--- src/wfpid_pkg.sv ---
// ----------------------------------------------------------------------------
// wfpid_pkg
// Types and constants shared by the wall-follow PID turn controller.
// ----------------------------------------------------------------------------
package wfpid_pkg;

  typedef enum logic [1:0] {
    MODE_SEARCH = 2'd0,
    MODE_LEFT   = 2'd1,
    MODE_RIGHT  = 2'd2
  } mode_t;

  typedef enum logic [2:0] {
    CFG_SIDE_THR   = 3'd0,
    CFG_MIN_DIST   = 3'd1,
    CFG_DES_DIST   = 3'd2,
    CFG_MAX_DIST   = 3'd3,
    CFG_GAIN_P     = 3'd4,
    CFG_GAIN_D     = 3'd5,
    CFG_GAIN_I     = 3'd6,
    CFG_SPIN_SPEED = 3'd7
  } cfg_idx_t;

  localparam int DIST_W   = 10;
  localparam int HEAD_W   = 16;
  localparam int CORR_W   = 9;
  localparam int DRIVE_W  = 10;
  localparam int ERR_W    = 11;
  localparam int CFG_IDX_W  = 3;
  localparam int CFG_DATA_W = 10;

  localparam int INTEG_LIM    = 800;
  localparam int DRIVE_LIM    = 200;
  localparam int HEAD_ERR_MIN = 2;

  localparam logic [9:0] RST_SIDE_THR   = 10'd100;
  localparam logic [9:0] RST_MIN_DIST   = 10'd10;
  localparam logic [9:0] RST_DES_DIST   = 10'd150;
  localparam logic [9:0] RST_MAX_DIST   = 10'd400;
  localparam logic [3:0] RST_GAIN_P     = 4'd4;
  localparam logic [3:0] RST_GAIN_D     = 4'd10;
  localparam logic [7:0] RST_GAIN_I     = 8'd8;
  localparam logic [7:0] RST_SPIN_SPEED = 8'd100;

  typedef struct packed {
    logic [9:0] side_thr;
    logic [9:0] min_dist;
    logic [9:0] des_dist;
    logic [9:0] max_dist;
    logic [3:0] gain_p;
    logic [3:0] gain_d;
    logic [7:0] gain_i;
    logic [7:0] spin_speed;
  } cfg_t;

  typedef struct packed {
    logic signed [9:0]  drive;
    logic signed [10:0] integ;
    logic signed [10:0] err;
  } pid_res_t;

endpackage

--- src/wfpid_in_if.sv ---
// ----------------------------------------------------------------------------
// wfpid_in_if
// Sensor tick request channel.
// ----------------------------------------------------------------------------
interface wfpid_in_if;
  logic               valid;
  logic               ready;
  logic [9:0]         right_wall_dist;
  logic [9:0]         left_wall_dist;
  logic [9:0]         front_left_dist;
  logic [9:0]         front_right_dist;
  logic signed [15:0] heading;
  logic signed [15:0] heading_error;
  logic signed [8:0]  heading_correction;

  modport source (
    output valid, right_wall_dist, left_wall_dist, front_left_dist, front_right_dist,
           heading, heading_error, heading_correction,
    input  ready
  );
  modport sink (
    input  valid, right_wall_dist, left_wall_dist, front_left_dist, front_right_dist,
           heading, heading_error, heading_correction,
    output ready
  );
endinterface

--- src/wfpid_out_if.sv ---
// ----------------------------------------------------------------------------
// wfpid_out_if
// Drive result request channel.
// ----------------------------------------------------------------------------
interface wfpid_out_if;
  logic               valid;
  logic               ready;
  logic signed [9:0]  left_drive;
  logic signed [9:0]  right_drive;
  logic [1:0]         mode_now;
  logic               turn_started;
  logic signed [15:0] turn_setpoint;

  modport source (
    output valid, left_drive, right_drive, mode_now, turn_started, turn_setpoint,
    input  ready
  );
  modport sink (
    input  valid, left_drive, right_drive, mode_now, turn_started, turn_setpoint,
    output ready
  );
endinterface

--- src/wfpid_cfg_if.sv ---
// ----------------------------------------------------------------------------
// wfpid_cfg_if
// Configuration register write channel.
// ----------------------------------------------------------------------------
interface wfpid_cfg_if;
  logic       valid;
  logic       ready;
  logic [2:0] index;
  logic [9:0] data;

  modport source (output valid, index, data, input ready);
  modport sink (input valid, index, data, output ready);
endinterface

--- src/wall_follow_pid_turn_controller.sv ---
// ----------------------------------------------------------------------------
// wall_follow_pid_turn_controller
// Wall-follow drive controller: two front-distance PID loops and turn states.
//
// Channels: in_ch takes one sensor tick per request, out_ch gives one drive
// request per tick, cfg_ch writes the eight configuration registers (always
// ready, one write per cycle). The user must write only while the block is
// idle; the block does not enforce it. A tick is captured in the input
// register, then processed by the combinational state update (PID
// multiply-add and turn compare) into the result register, which offers it.
// One tick per cycle is taken while out_ch is ready.
// Stall: a held result keeps the input register filled; one further tick is
// accepted and waits there, after which in_ch.ready drops until out_ch moves.
// Reset (rst_n low, synchronous): mode searching, loop state, drives and
// turn setpoint zero, registers at their defaults, both registers empty.
// ----------------------------------------------------------------------------
module wall_follow_pid_turn_controller #(
  parameter int LEFT_TURN_ANGLE  = 90,
  parameter int RIGHT_TURN_ANGLE = 90
) (
  input  logic          clk,
  input  logic          rst_n,
  wfpid_in_if.sink      in_ch,
  wfpid_out_if.source   out_ch,
  wfpid_cfg_if.sink     cfg_ch
);
  import wfpid_pkg::*;

  localparam int CMP_W = HEAD_W + 2;

  cfg_t cfg_r;

  logic               in_vld_r;
  logic [9:0]         rwd_r, lwd_r, fld_r, frd_r;
  logic signed [15:0] head_r, herr_r;
  logic signed [8:0]  corr_r;

  logic               out_vld_r;
  logic               started_r, started_nxt;
  mode_t              mode_r, mode_nxt;
  logic signed [10:0] li_r, li_nxt, ri_r, ri_nxt;
  logic signed [10:0] lp_r, lp_nxt, rp_r, rp_nxt;
  logic signed [15:0] start_head_r, start_head_nxt;
  logic [15:0]        target_r, target_nxt;
  logic signed [9:0]  ldrv_r, ldrv_nxt, rdrv_r, rdrv_nxt;

  logic     out_load, in_fire;
  pid_res_t lpid, rpid;
  logic signed [9:0] turn_a, turn_b;
  logic     left_done, right_done;

  function automatic pid_res_t pid_side(input logic [9:0] rng,
                                        input logic signed [10:0] integ,
                                        input logic signed [10:0] prev,
                                        input cfg_t c);
    pid_res_t           r;
    logic [9:0]         d;
    logic signed [10:0] e;
    logic signed [10:0] iu;
    logic signed [19:0] iprod;
    logic signed [19:0] ctl;
    logic signed [11:0] isum;
    d  = (rng < c.min_dist) ? '0 : rng;
    e  = $signed({1'b0, d}) - $signed({1'b0, c.des_dist});
    iu = integ;
    if (d > c.max_dist) begin
      e  = '0;
      iu = '0;
    end
    iprod = 20'($signed({1'b0, c.gain_i})) * 20'(iu);
    ctl   = 20'($signed({1'b0, c.gain_p})) * 20'(e)
          + 20'($signed({1'b0, c.gain_d})) * (20'(e) - 20'(prev))
          + (iprod >>> 8);
    if (ctl > 20'(DRIVE_LIM)) begin
      r.drive = 10'(DRIVE_LIM);
    end else if (ctl < 20'(-DRIVE_LIM)) begin
      r.drive = 10'(-DRIVE_LIM);
    end else begin
      r.drive = ctl[9:0];
    end
    isum = 12'(iu) + 12'(e);
    if (isum > 12'(INTEG_LIM)) begin
      r.integ = 11'(INTEG_LIM);
    end else if (isum < 12'(-INTEG_LIM)) begin
      r.integ = 11'(-INTEG_LIM);
    end else begin
      r.integ = isum[10:0];
    end
    r.err = e;
    return r;
  endfunction

  // handshake
  assign out_load     = in_vld_r && (!out_vld_r || out_ch.ready);
  assign in_ch.ready  = !in_vld_r || out_load;
  assign in_fire      = in_ch.valid && in_ch.ready;
  assign cfg_ch.ready = 1'b1;

  always_ff @(posedge clk) begin
    if (!rst_n) begin
      cfg_r.side_thr   <= RST_SIDE_THR;
      cfg_r.min_dist   <= RST_MIN_DIST;
      cfg_r.des_dist   <= RST_DES_DIST;
      cfg_r.max_dist   <= RST_MAX_DIST;
      cfg_r.gain_p     <= RST_GAIN_P;
      cfg_r.gain_d     <= RST_GAIN_D;
      cfg_r.gain_i     <= RST_GAIN_I;
      cfg_r.spin_speed <= RST_SPIN_SPEED;
    end else if (cfg_ch.valid) begin
      unique case (cfg_idx_t'(cfg_ch.index))
        CFG_SIDE_THR:   cfg_r.side_thr   <= cfg_ch.data;
        CFG_MIN_DIST:   cfg_r.min_dist   <= cfg_ch.data;
        CFG_DES_DIST:   cfg_r.des_dist   <= cfg_ch.data;
        CFG_MAX_DIST:   cfg_r.max_dist   <= cfg_ch.data;
        CFG_GAIN_P:     cfg_r.gain_p     <= cfg_ch.data[3:0];
        CFG_GAIN_D:     cfg_r.gain_d     <= cfg_ch.data[3:0];
        CFG_GAIN_I:     cfg_r.gain_i     <= cfg_ch.data[7:0];
        CFG_SPIN_SPEED: cfg_r.spin_speed <= cfg_ch.data[7:0];
        default: ;
      endcase
    end
  end

  always_ff @(posedge clk) begin
    if (!rst_n) begin
      in_vld_r <= 1'b0;
    end else if (in_fire) begin
      in_vld_r <= 1'b1;
    end else if (out_load) begin
      in_vld_r <= 1'b0;
    end
  end

  always_ff @(posedge clk) begin
    if (in_fire) begin
      rwd_r  <= in_ch.right_wall_dist;
      lwd_r  <= in_ch.left_wall_dist;
      fld_r  <= in_ch.front_left_dist;
      frd_r  <= in_ch.front_right_dist;
      head_r <= in_ch.heading;
      herr_r <= in_ch.heading_error;
      corr_r <= in_ch.heading_correction;
    end
  end

  assign lpid   = pid_side(fld_r, li_r, lp_r, cfg_r);
  assign rpid   = pid_side(frd_r, ri_r, rp_r, cfg_r);
  assign turn_a = 10'(corr_r) - 10'($signed({1'b0, cfg_r.spin_speed}));
  assign turn_b = 10'($signed({1'b0, cfg_r.spin_speed})) - 10'(corr_r);

  assign left_done  = CMP_W'(start_head_r) + CMP_W'(LEFT_TURN_ANGLE) <= CMP_W'(head_r);
  assign right_done = (herr_r > 16'(HEAD_ERR_MIN) || herr_r < 16'(-HEAD_ERR_MIN))
                   && (CMP_W'(start_head_r) + CMP_W'(RIGHT_TURN_ANGLE) <= CMP_W'(head_r));

  always_comb begin
    mode_nxt       = mode_r;
    li_nxt         = li_r;
    ri_nxt         = ri_r;
    lp_nxt         = lp_r;
    rp_nxt         = rp_r;
    start_head_nxt = start_head_r;
    target_nxt     = target_r;
    ldrv_nxt       = ldrv_r;
    rdrv_nxt       = rdrv_r;
    started_nxt    = 1'b0;
    unique case (mode_r)
      MODE_SEARCH: begin
        if (rwd_r <= cfg_r.side_thr) begin
          // right turn advances the setpoint by twice its angle
          target_nxt     = target_r + 16'(2 * RIGHT_TURN_ANGLE);
          mode_nxt       = MODE_RIGHT;
          start_head_nxt = head_r;
          started_nxt    = 1'b1;
        end else if (lwd_r <= cfg_r.side_thr) begin
          target_nxt     = target_r + 16'(LEFT_TURN_ANGLE);
          mode_nxt       = MODE_LEFT;
          start_head_nxt = head_r;
          started_nxt    = 1'b1;
        end else begin
          ldrv_nxt = lpid.drive;
          li_nxt   = lpid.integ;
          lp_nxt   = lpid.err;
          rdrv_nxt = rpid.drive;
          ri_nxt   = rpid.integ;
          rp_nxt   = rpid.err;
        end
      end
      MODE_LEFT: begin
        if (left_done) begin
          mode_nxt       = MODE_SEARCH;
          start_head_nxt = '0;
        end
        ldrv_nxt = turn_a;
        rdrv_nxt = turn_b;
      end
      MODE_RIGHT: begin
        if (right_done) begin
          mode_nxt       = MODE_SEARCH;
          start_head_nxt = '0;
        end
        ldrv_nxt = turn_b;
        rdrv_nxt = turn_a;
      end
      default: ;
    endcase
  end

  always_ff @(posedge clk) begin
    if (!rst_n) begin
      out_vld_r    <= 1'b0;
      started_r    <= 1'b0;
      mode_r       <= MODE_SEARCH;
      li_r         <= '0;
      ri_r         <= '0;
      lp_r         <= '0;
      rp_r         <= '0;
      start_head_r <= '0;
      target_r     <= '0;
      ldrv_r       <= '0;
      rdrv_r       <= '0;
    end else begin
      if (out_load) begin
        out_vld_r    <= 1'b1;
        started_r    <= started_nxt;
        mode_r       <= mode_nxt;
        li_r         <= li_nxt;
        ri_r         <= ri_nxt;
        lp_r         <= lp_nxt;
        rp_r         <= rp_nxt;
        start_head_r <= start_head_nxt;
        target_r     <= target_nxt;
        ldrv_r       <= ldrv_nxt;
        rdrv_r       <= rdrv_nxt;
      end else if (out_ch.ready) begin
        out_vld_r <= 1'b0;
      end
    end
  end

  assign out_ch.valid         = out_vld_r;
  assign out_ch.left_drive    = ldrv_r;
  assign out_ch.right_drive   = rdrv_r;
  assign out_ch.mode_now      = mode_r;
  assign out_ch.turn_started  = started_r;
  assign out_ch.turn_setpoint = target_r;

  a_held_tick: assert property (@(posedge clk) disable iff (!rst_n)
    in_vld_r && !out_load |=> in_vld_r)
    else $error("pending tick dropped");

  a_start_mode: assert property (@(posedge clk) disable iff (!rst_n)
    out_vld_r && started_r |-> mode_r != MODE_SEARCH)
    else $error("turn start without turn mode");

  a_integ_lim: assert property (@(posedge clk) disable iff (!rst_n)
    li_r <= 11'(INTEG_LIM) && li_r >= 11'(-INTEG_LIM)
    && ri_r <= 11'(INTEG_LIM) && ri_r >= 11'(-INTEG_LIM))
    else $error("integral outside limit");

  a_turn_end: assert property (@(posedge clk) disable iff (!rst_n)
    out_load && mode_r != MODE_SEARCH && mode_nxt == MODE_SEARCH |=> start_head_r == '0)
    else $error("start heading not cleared at turn end");

  a_drive_hold: assert property (@(posedge clk) disable iff (!rst_n)
    out_load && started_nxt |=> $stable(ldrv_r) && $stable(rdrv_r))
    else $error("drives changed on turn start");

endmodule

--- src/flat_wrapper.sv ---
// flat-port wrapper written by rule: the top's interface ports become plain ports
module wall_follow_pid_turn_controller_flat import wfpid_pkg::*;
#(
  parameter int LEFT_TURN_ANGLE  = 90,
  parameter int RIGHT_TURN_ANGLE = 90
)
  (clk, rst_n, in_ch_valid, in_ch_right_wall_dist, in_ch_left_wall_dist, in_ch_front_left_dist, in_ch_front_right_dist, in_ch_heading, in_ch_heading_error, in_ch_heading_correction, in_ch_ready, out_ch_valid, out_ch_left_drive, out_ch_right_drive, out_ch_mode_now, out_ch_turn_started, out_ch_turn_setpoint, out_ch_ready, cfg_ch_valid, cfg_ch_index, cfg_ch_data, cfg_ch_ready);
  wfpid_in_if in_ch_i ();
  wfpid_out_if out_ch_i ();
  wfpid_cfg_if cfg_ch_i ();
  input  logic clk;
  input  logic rst_n;
  input wire logic [$bits(in_ch_i.valid)-1:0] in_ch_valid;
  input wire logic [$bits(in_ch_i.right_wall_dist)-1:0] in_ch_right_wall_dist;
  input wire logic [$bits(in_ch_i.left_wall_dist)-1:0] in_ch_left_wall_dist;
  input wire logic [$bits(in_ch_i.front_left_dist)-1:0] in_ch_front_left_dist;
  input wire logic [$bits(in_ch_i.front_right_dist)-1:0] in_ch_front_right_dist;
  input wire logic [$bits(in_ch_i.heading)-1:0] in_ch_heading;
  input wire logic [$bits(in_ch_i.heading_error)-1:0] in_ch_heading_error;
  input wire logic [$bits(in_ch_i.heading_correction)-1:0] in_ch_heading_correction;
  output wire logic [$bits(in_ch_i.ready)-1:0] in_ch_ready;
  output wire logic [$bits(out_ch_i.valid)-1:0] out_ch_valid;
  output wire logic [$bits(out_ch_i.left_drive)-1:0] out_ch_left_drive;
  output wire logic [$bits(out_ch_i.right_drive)-1:0] out_ch_right_drive;
  output wire logic [$bits(out_ch_i.mode_now)-1:0] out_ch_mode_now;
  output wire logic [$bits(out_ch_i.turn_started)-1:0] out_ch_turn_started;
  output wire logic [$bits(out_ch_i.turn_setpoint)-1:0] out_ch_turn_setpoint;
  input wire logic [$bits(out_ch_i.ready)-1:0] out_ch_ready;
  input wire logic [$bits(cfg_ch_i.valid)-1:0] cfg_ch_valid;
  input wire logic [$bits(cfg_ch_i.index)-1:0] cfg_ch_index;
  input wire logic [$bits(cfg_ch_i.data)-1:0] cfg_ch_data;
  output wire logic [$bits(cfg_ch_i.ready)-1:0] cfg_ch_ready;
  assign in_ch_i.valid = in_ch_valid;
  assign in_ch_i.right_wall_dist = in_ch_right_wall_dist;
  assign in_ch_i.left_wall_dist = in_ch_left_wall_dist;
  assign in_ch_i.front_left_dist = in_ch_front_left_dist;
  assign in_ch_i.front_right_dist = in_ch_front_right_dist;
  assign in_ch_i.heading = in_ch_heading;
  assign in_ch_i.heading_error = in_ch_heading_error;
  assign in_ch_i.heading_correction = in_ch_heading_correction;
  assign in_ch_ready = in_ch_i.ready;
  assign out_ch_valid = out_ch_i.valid;
  assign out_ch_left_drive = out_ch_i.left_drive;
  assign out_ch_right_drive = out_ch_i.right_drive;
  assign out_ch_mode_now = out_ch_i.mode_now;
  assign out_ch_turn_started = out_ch_i.turn_started;
  assign out_ch_turn_setpoint = out_ch_i.turn_setpoint;
  assign out_ch_i.ready = out_ch_ready;
  assign cfg_ch_i.valid = cfg_ch_valid;
  assign cfg_ch_i.index = cfg_ch_index;
  assign cfg_ch_i.data = cfg_ch_data;
  assign cfg_ch_ready = cfg_ch_i.ready;
  wall_follow_pid_turn_controller #(.LEFT_TURN_ANGLE(LEFT_TURN_ANGLE), .RIGHT_TURN_ANGLE(RIGHT_TURN_ANGLE)) u_core (.clk(clk), .rst_n(rst_n), .in_ch(in_ch_i), .out_ch(out_ch_i), .cfg_ch(cfg_ch_i));
endmodule
--- config.mk ---
export PLATFORM = sky130hd
export DESIGN_NAME = wall_follow_pid_turn_controller_flat
export DESIGN_NICKNAME = d
export VERILOG_FILES = /design/src/wfpid_pkg.sv /design/src/wfpid_in_if.sv /design/src/wfpid_out_if.sv /design/src/wfpid_cfg_if.sv /design/src/wall_follow_pid_turn_controller.sv /design/src/flat_wrapper.sv
export SDC_FILE = /design/constraint.sdc
export NUM_CORES = 2
export LEC_CHECK = 0
export BUFFER_PORTS_ARGS = -buffer_cell sky130_fd_sc_hd__buf_4
export CAP_MARGIN = 20
export CORE_ASPECT_RATIO = 1.2
export CORE_MARGIN = 2
export CORE_UTILIZATION = 65
export CTS_BUF_LIST = sky130_fd_sc_hd__clkbuf_4
export DETAILED_ROUTE_END_ITERATION = 12
export MAX_ROUTING_LAYER = met4
export PLACE_DENSITY = 0.89
export SKIP_CTS_REPAIR_TIMING = 1
export SYNTH_ARGS = -nofsm -noshare
export SYNTH_HDL_FRONTEND = slang
export SYNTH_SLANG_ARGS = --single-unit
export TNS_END_PERCENT = 10
--- constraint.sdc ---
create_clock -name clk -period 16.3 [get_ports clk]
set_clock_uncertainty 0.15 [all_clocks]
set_input_delay 3.26 -clock clk [delete_from_list [all_inputs] [get_ports clk]]
set_output_delay 3.26 -clock clk [all_outputs]
set_load 0.01 [all_outputs]
==> run metrics <==
R2R Path End u_core.out_ch.left_drive[3]$_SDFFE_PN0P_; area leader, netlist fa_1; Synth top area share between 20% and 30%; largest stage delay on the critical path 0.66 ns; synth unique cells 87; status complete, no violations; vias in the first global route 26.8k; FMAX between 70 and 80 MHz; critical path arrival ~14 ns; die height 242 microns; Final setup viols 0; Hold Crit Class register to register; synthesis-stage register bit count between 200 and 250; peak supply drop 0.000222 V; main flop type after synthesis dfxtp_1; Crit Path Max Fanout 57; DIE AREA about 50000 sq um; clock tree from TritonCTS yes; hold_sp u_core.lp_r[3]$_SDFFE_PN0P_; Cells after Synth 3620; Setup CP Type register to register; H-Tree Depth 3; Initial Utilization around two thirds; Mapped Area 30700 sq um; Final GP Congestion 0.966; Mean Syn Cell Area 8.48 sq um; Worst EP required 16.78 ns; most frequent cell after synthesis inv_1; Async SR Flop Fraction 0%; max_slew headroom 29.5%; share of cells above drive strength 1 7.88%; I/O pins about 140; Inserted Clock Buffers 66; Final Cycle Share 80.8%; LEAKAGE roughly 16 nW; wire length per cell between 15 and 20 microns; Die Wd 202 microns; vias per cell 5.95; slew of the pin with the lowest slew margin 1.06 ns; crit start category register; clock root cell clkbuf_4; Initial DRC Count approximately 1.9k; vias 26.2k; port buffer count ~140; Area Overhead vs Synth 7.65%; RSZ-0062 raised after global routing false; Worst R2R Start u_core.fld_r[4]$_DFFE_PP_; Tmin final between 10 and 15 ns; Slowest-stage cell, CP xor2_1; largest net degree at the start of global routing 85; flop2flop setup slack 3.13 ns; area of the core 46800 sq um; Total Power 5.15 mW; Hold Path End u_core.lp_r[3]$_SDFFE_PN0P_; MaxCap Viol Count 0; clk sinks 245; Synth top cells by count inv_1 (616), nand2_1 (403), ha_1 (369); Setup TNS Final 0 ns; final hold viol count 0; Post-route DRC 0; Cells on Worst Hold Path 2; drt total wl 77900 microns; Ys Warns 0; Core Rows 87; synth top area cells fa_1 (20%), ha_1 (15%), dfxtp_1 (11%); Post-synth EDFFs just over 80; post-route ant nets 0; post-synthesis sequential area ratio 18.6%; first-pass GRT wire length about 130000 microns; TritonRoute pass-1 iters 6; Worst-path clk slew approximately 0.070 ns; gr usage total 33.2%; initial antenna violation count 1; worst skew pair latency 0.80 ns; grt total ovfl 0; power density cells 156 nW/um^2; clk buf depth 3; crit end category register; Final Max Slew Viols 0; Post-DP HPWL 61700 microns; nets about 4.5k; syn nets 4398; Worst Reg2Reg Path Length in Cells 47
## cell type report
| class | instances | area [sq um] |
|---|---|---|
| multi-input combinational | 2624 | 22200 |
| fill | 3488 | 13800 |
| clock buffer | 90 | 676 |
| timing repair buffer | 164 | 1230 |
| tap | 623 | 779 |
| inverter | 618 | 2320 |
| clock inverter | 29 | 153 |
| antenna | 1 | 2.50 |
| sequential | 245 | 5720 |
## report_power, final
group          switching (mW)  leakage (nW)  internal (mW)
clock                   0.295         0.480          0.263
sequential             0.0290          2.12          0.667
combinational            2.37          13.5           1.53
## sequential cells by signal, indices dropped and copies added, names as in the netlist, 2 cells and up
name and cells:
u_core.cfg_r 64, u_core.corr_r 9, u_core.fld_r 10, u_core.frd_r 10, u_core.head_r 16, u_core.herr_r 16
u_core.li_r 11, u_core.lp_r 11, u_core.lwd_r 10, u_core.out_ch.left_drive 10, u_core.out_ch.mode_now 2, u_core.out_ch.right_drive 10
u_core.out_ch.turn_setpoint 15, u_core.ri_r 11, u_core.rp_r 11, u_core.rwd_r 10, u_core.start_head_r 16
## cells by family (layout without fill, tap and decap cells)
group	count (synthesis)	after routing	share of synthesized area, %
mux	14	14	0.461
fa+ha+maj	681	681	35.3
xor+xnor	158	158	4.51
flops	245	245	18.6
simple gates	1100	1100	17.4
compound gates	669	669	14.5
buf+inv	751	901	9.23
other cells	2	3	0.0245
## worst max-delay path by stage
stage	start	endpoint	slack, ns	cells past startpoint
3_3_place_gp	u_core.fld_r[4]$_DFFE_PP_	u_core.out_ch.left_drive[3]$_SDFFE_PN0P_	3.66	47
4_1_cts	u_core.fld_r[4]$_DFFE_PP_	u_core.out_ch.left_drive[3]$_SDFFE_PN0P_	3.16	47
2_1_floorplan	u_core.fld_r[4]$_DFFE_PP_	u_core.out_ch.left_drive[6]$_SDFFE_PN0P_	4.77	51
6_report	u_core.fld_r[4]$_DFFE_PP_	u_core.out_ch.left_drive[3]$_SDFFE_PN0P_	3.13	47
3_5_place_dp	u_core.fld_r[4]$_DFFE_PP_	u_core.out_ch.left_drive[3]$_SDFFE_PN0P_	3.28	47
5_1_grt	u_core.fld_r[4]$_DFFE_PP_	u_core.out_ch.left_drive[2]$_SDFFE_PN0P_	1.86	47
## metrics by stage
stage / util, % / worst slack (ns) / hold slack (ns) / std cells / area [sq um]
6_report: 70.6 / 3.13 / 0.306 / 4394 / 33000
5_1_grt: 70.6 / 1.86 / 0.324 / 4394 / 33000
4_1_cts: 70.6 / 3.16 / 0.305 / 4391 / 33000
3_5_place_dp: 68.8 / 3.28 / 0.296 / 4272 / 32200
3_3_place_gp: 68.8 / 3.66 / 0.292 / 4272 / 32200
2_1_floorplan: - / 4.77 / 0.284 / 3620 / 30700
## cells in the final DEF (no fill, tap or decap), types with 15 or more instances in the layout
master    Yosys  layout
nand2b_1     29      29
nand4_1      20      20
nor2_1      180     179
a211oi_1     20      20
dfxtp_1     164     164
ha_1        369     369
a21o_1       60      60
o21a_1       23      23
o41ai_1      21      21
nand3_1      66      66
nor4_1       15      15
a31oi_1      15      15
clkinv_1      1      20
xnor2_1     104     104
a21oi_1     210     209
nand2_1     403     403
edfxtp_1     81      81
nor2b_1      56      56
nor3_1       71      71
xor2_1       54      54
and2_1      130     129
fa_1        310     310
a21boi_0     18      18
o211ai_1     37      37
o21ai_0     113     113
inv_1       616     616
and3_1       79      79
clkbuf_4      0      90
buf_4         3     162
## critical path: cells and delay by family (launching register included)
kind,cells,cell delay (ns)
mux,1,0.32
flops,1,0.44
simple gates,15,3.62
compound gates,14,3.38
xor+xnor,1,0.66
buf+inv,7,0.82
fa+ha+maj,9,3.58
## per-layer routing
metal  share of wire, %  global-route usage [%]  vias to the layer above
met2                 49                    55.2                     1043
li1                   -                       -                    12300
met5                  0                       -                        -
met4                5.0                    17.1                        0
met1                 39                    39.5                    12600
met3                7.0                    4.41                      270
No activity file was read; power rests on OpenSTA's default activity.
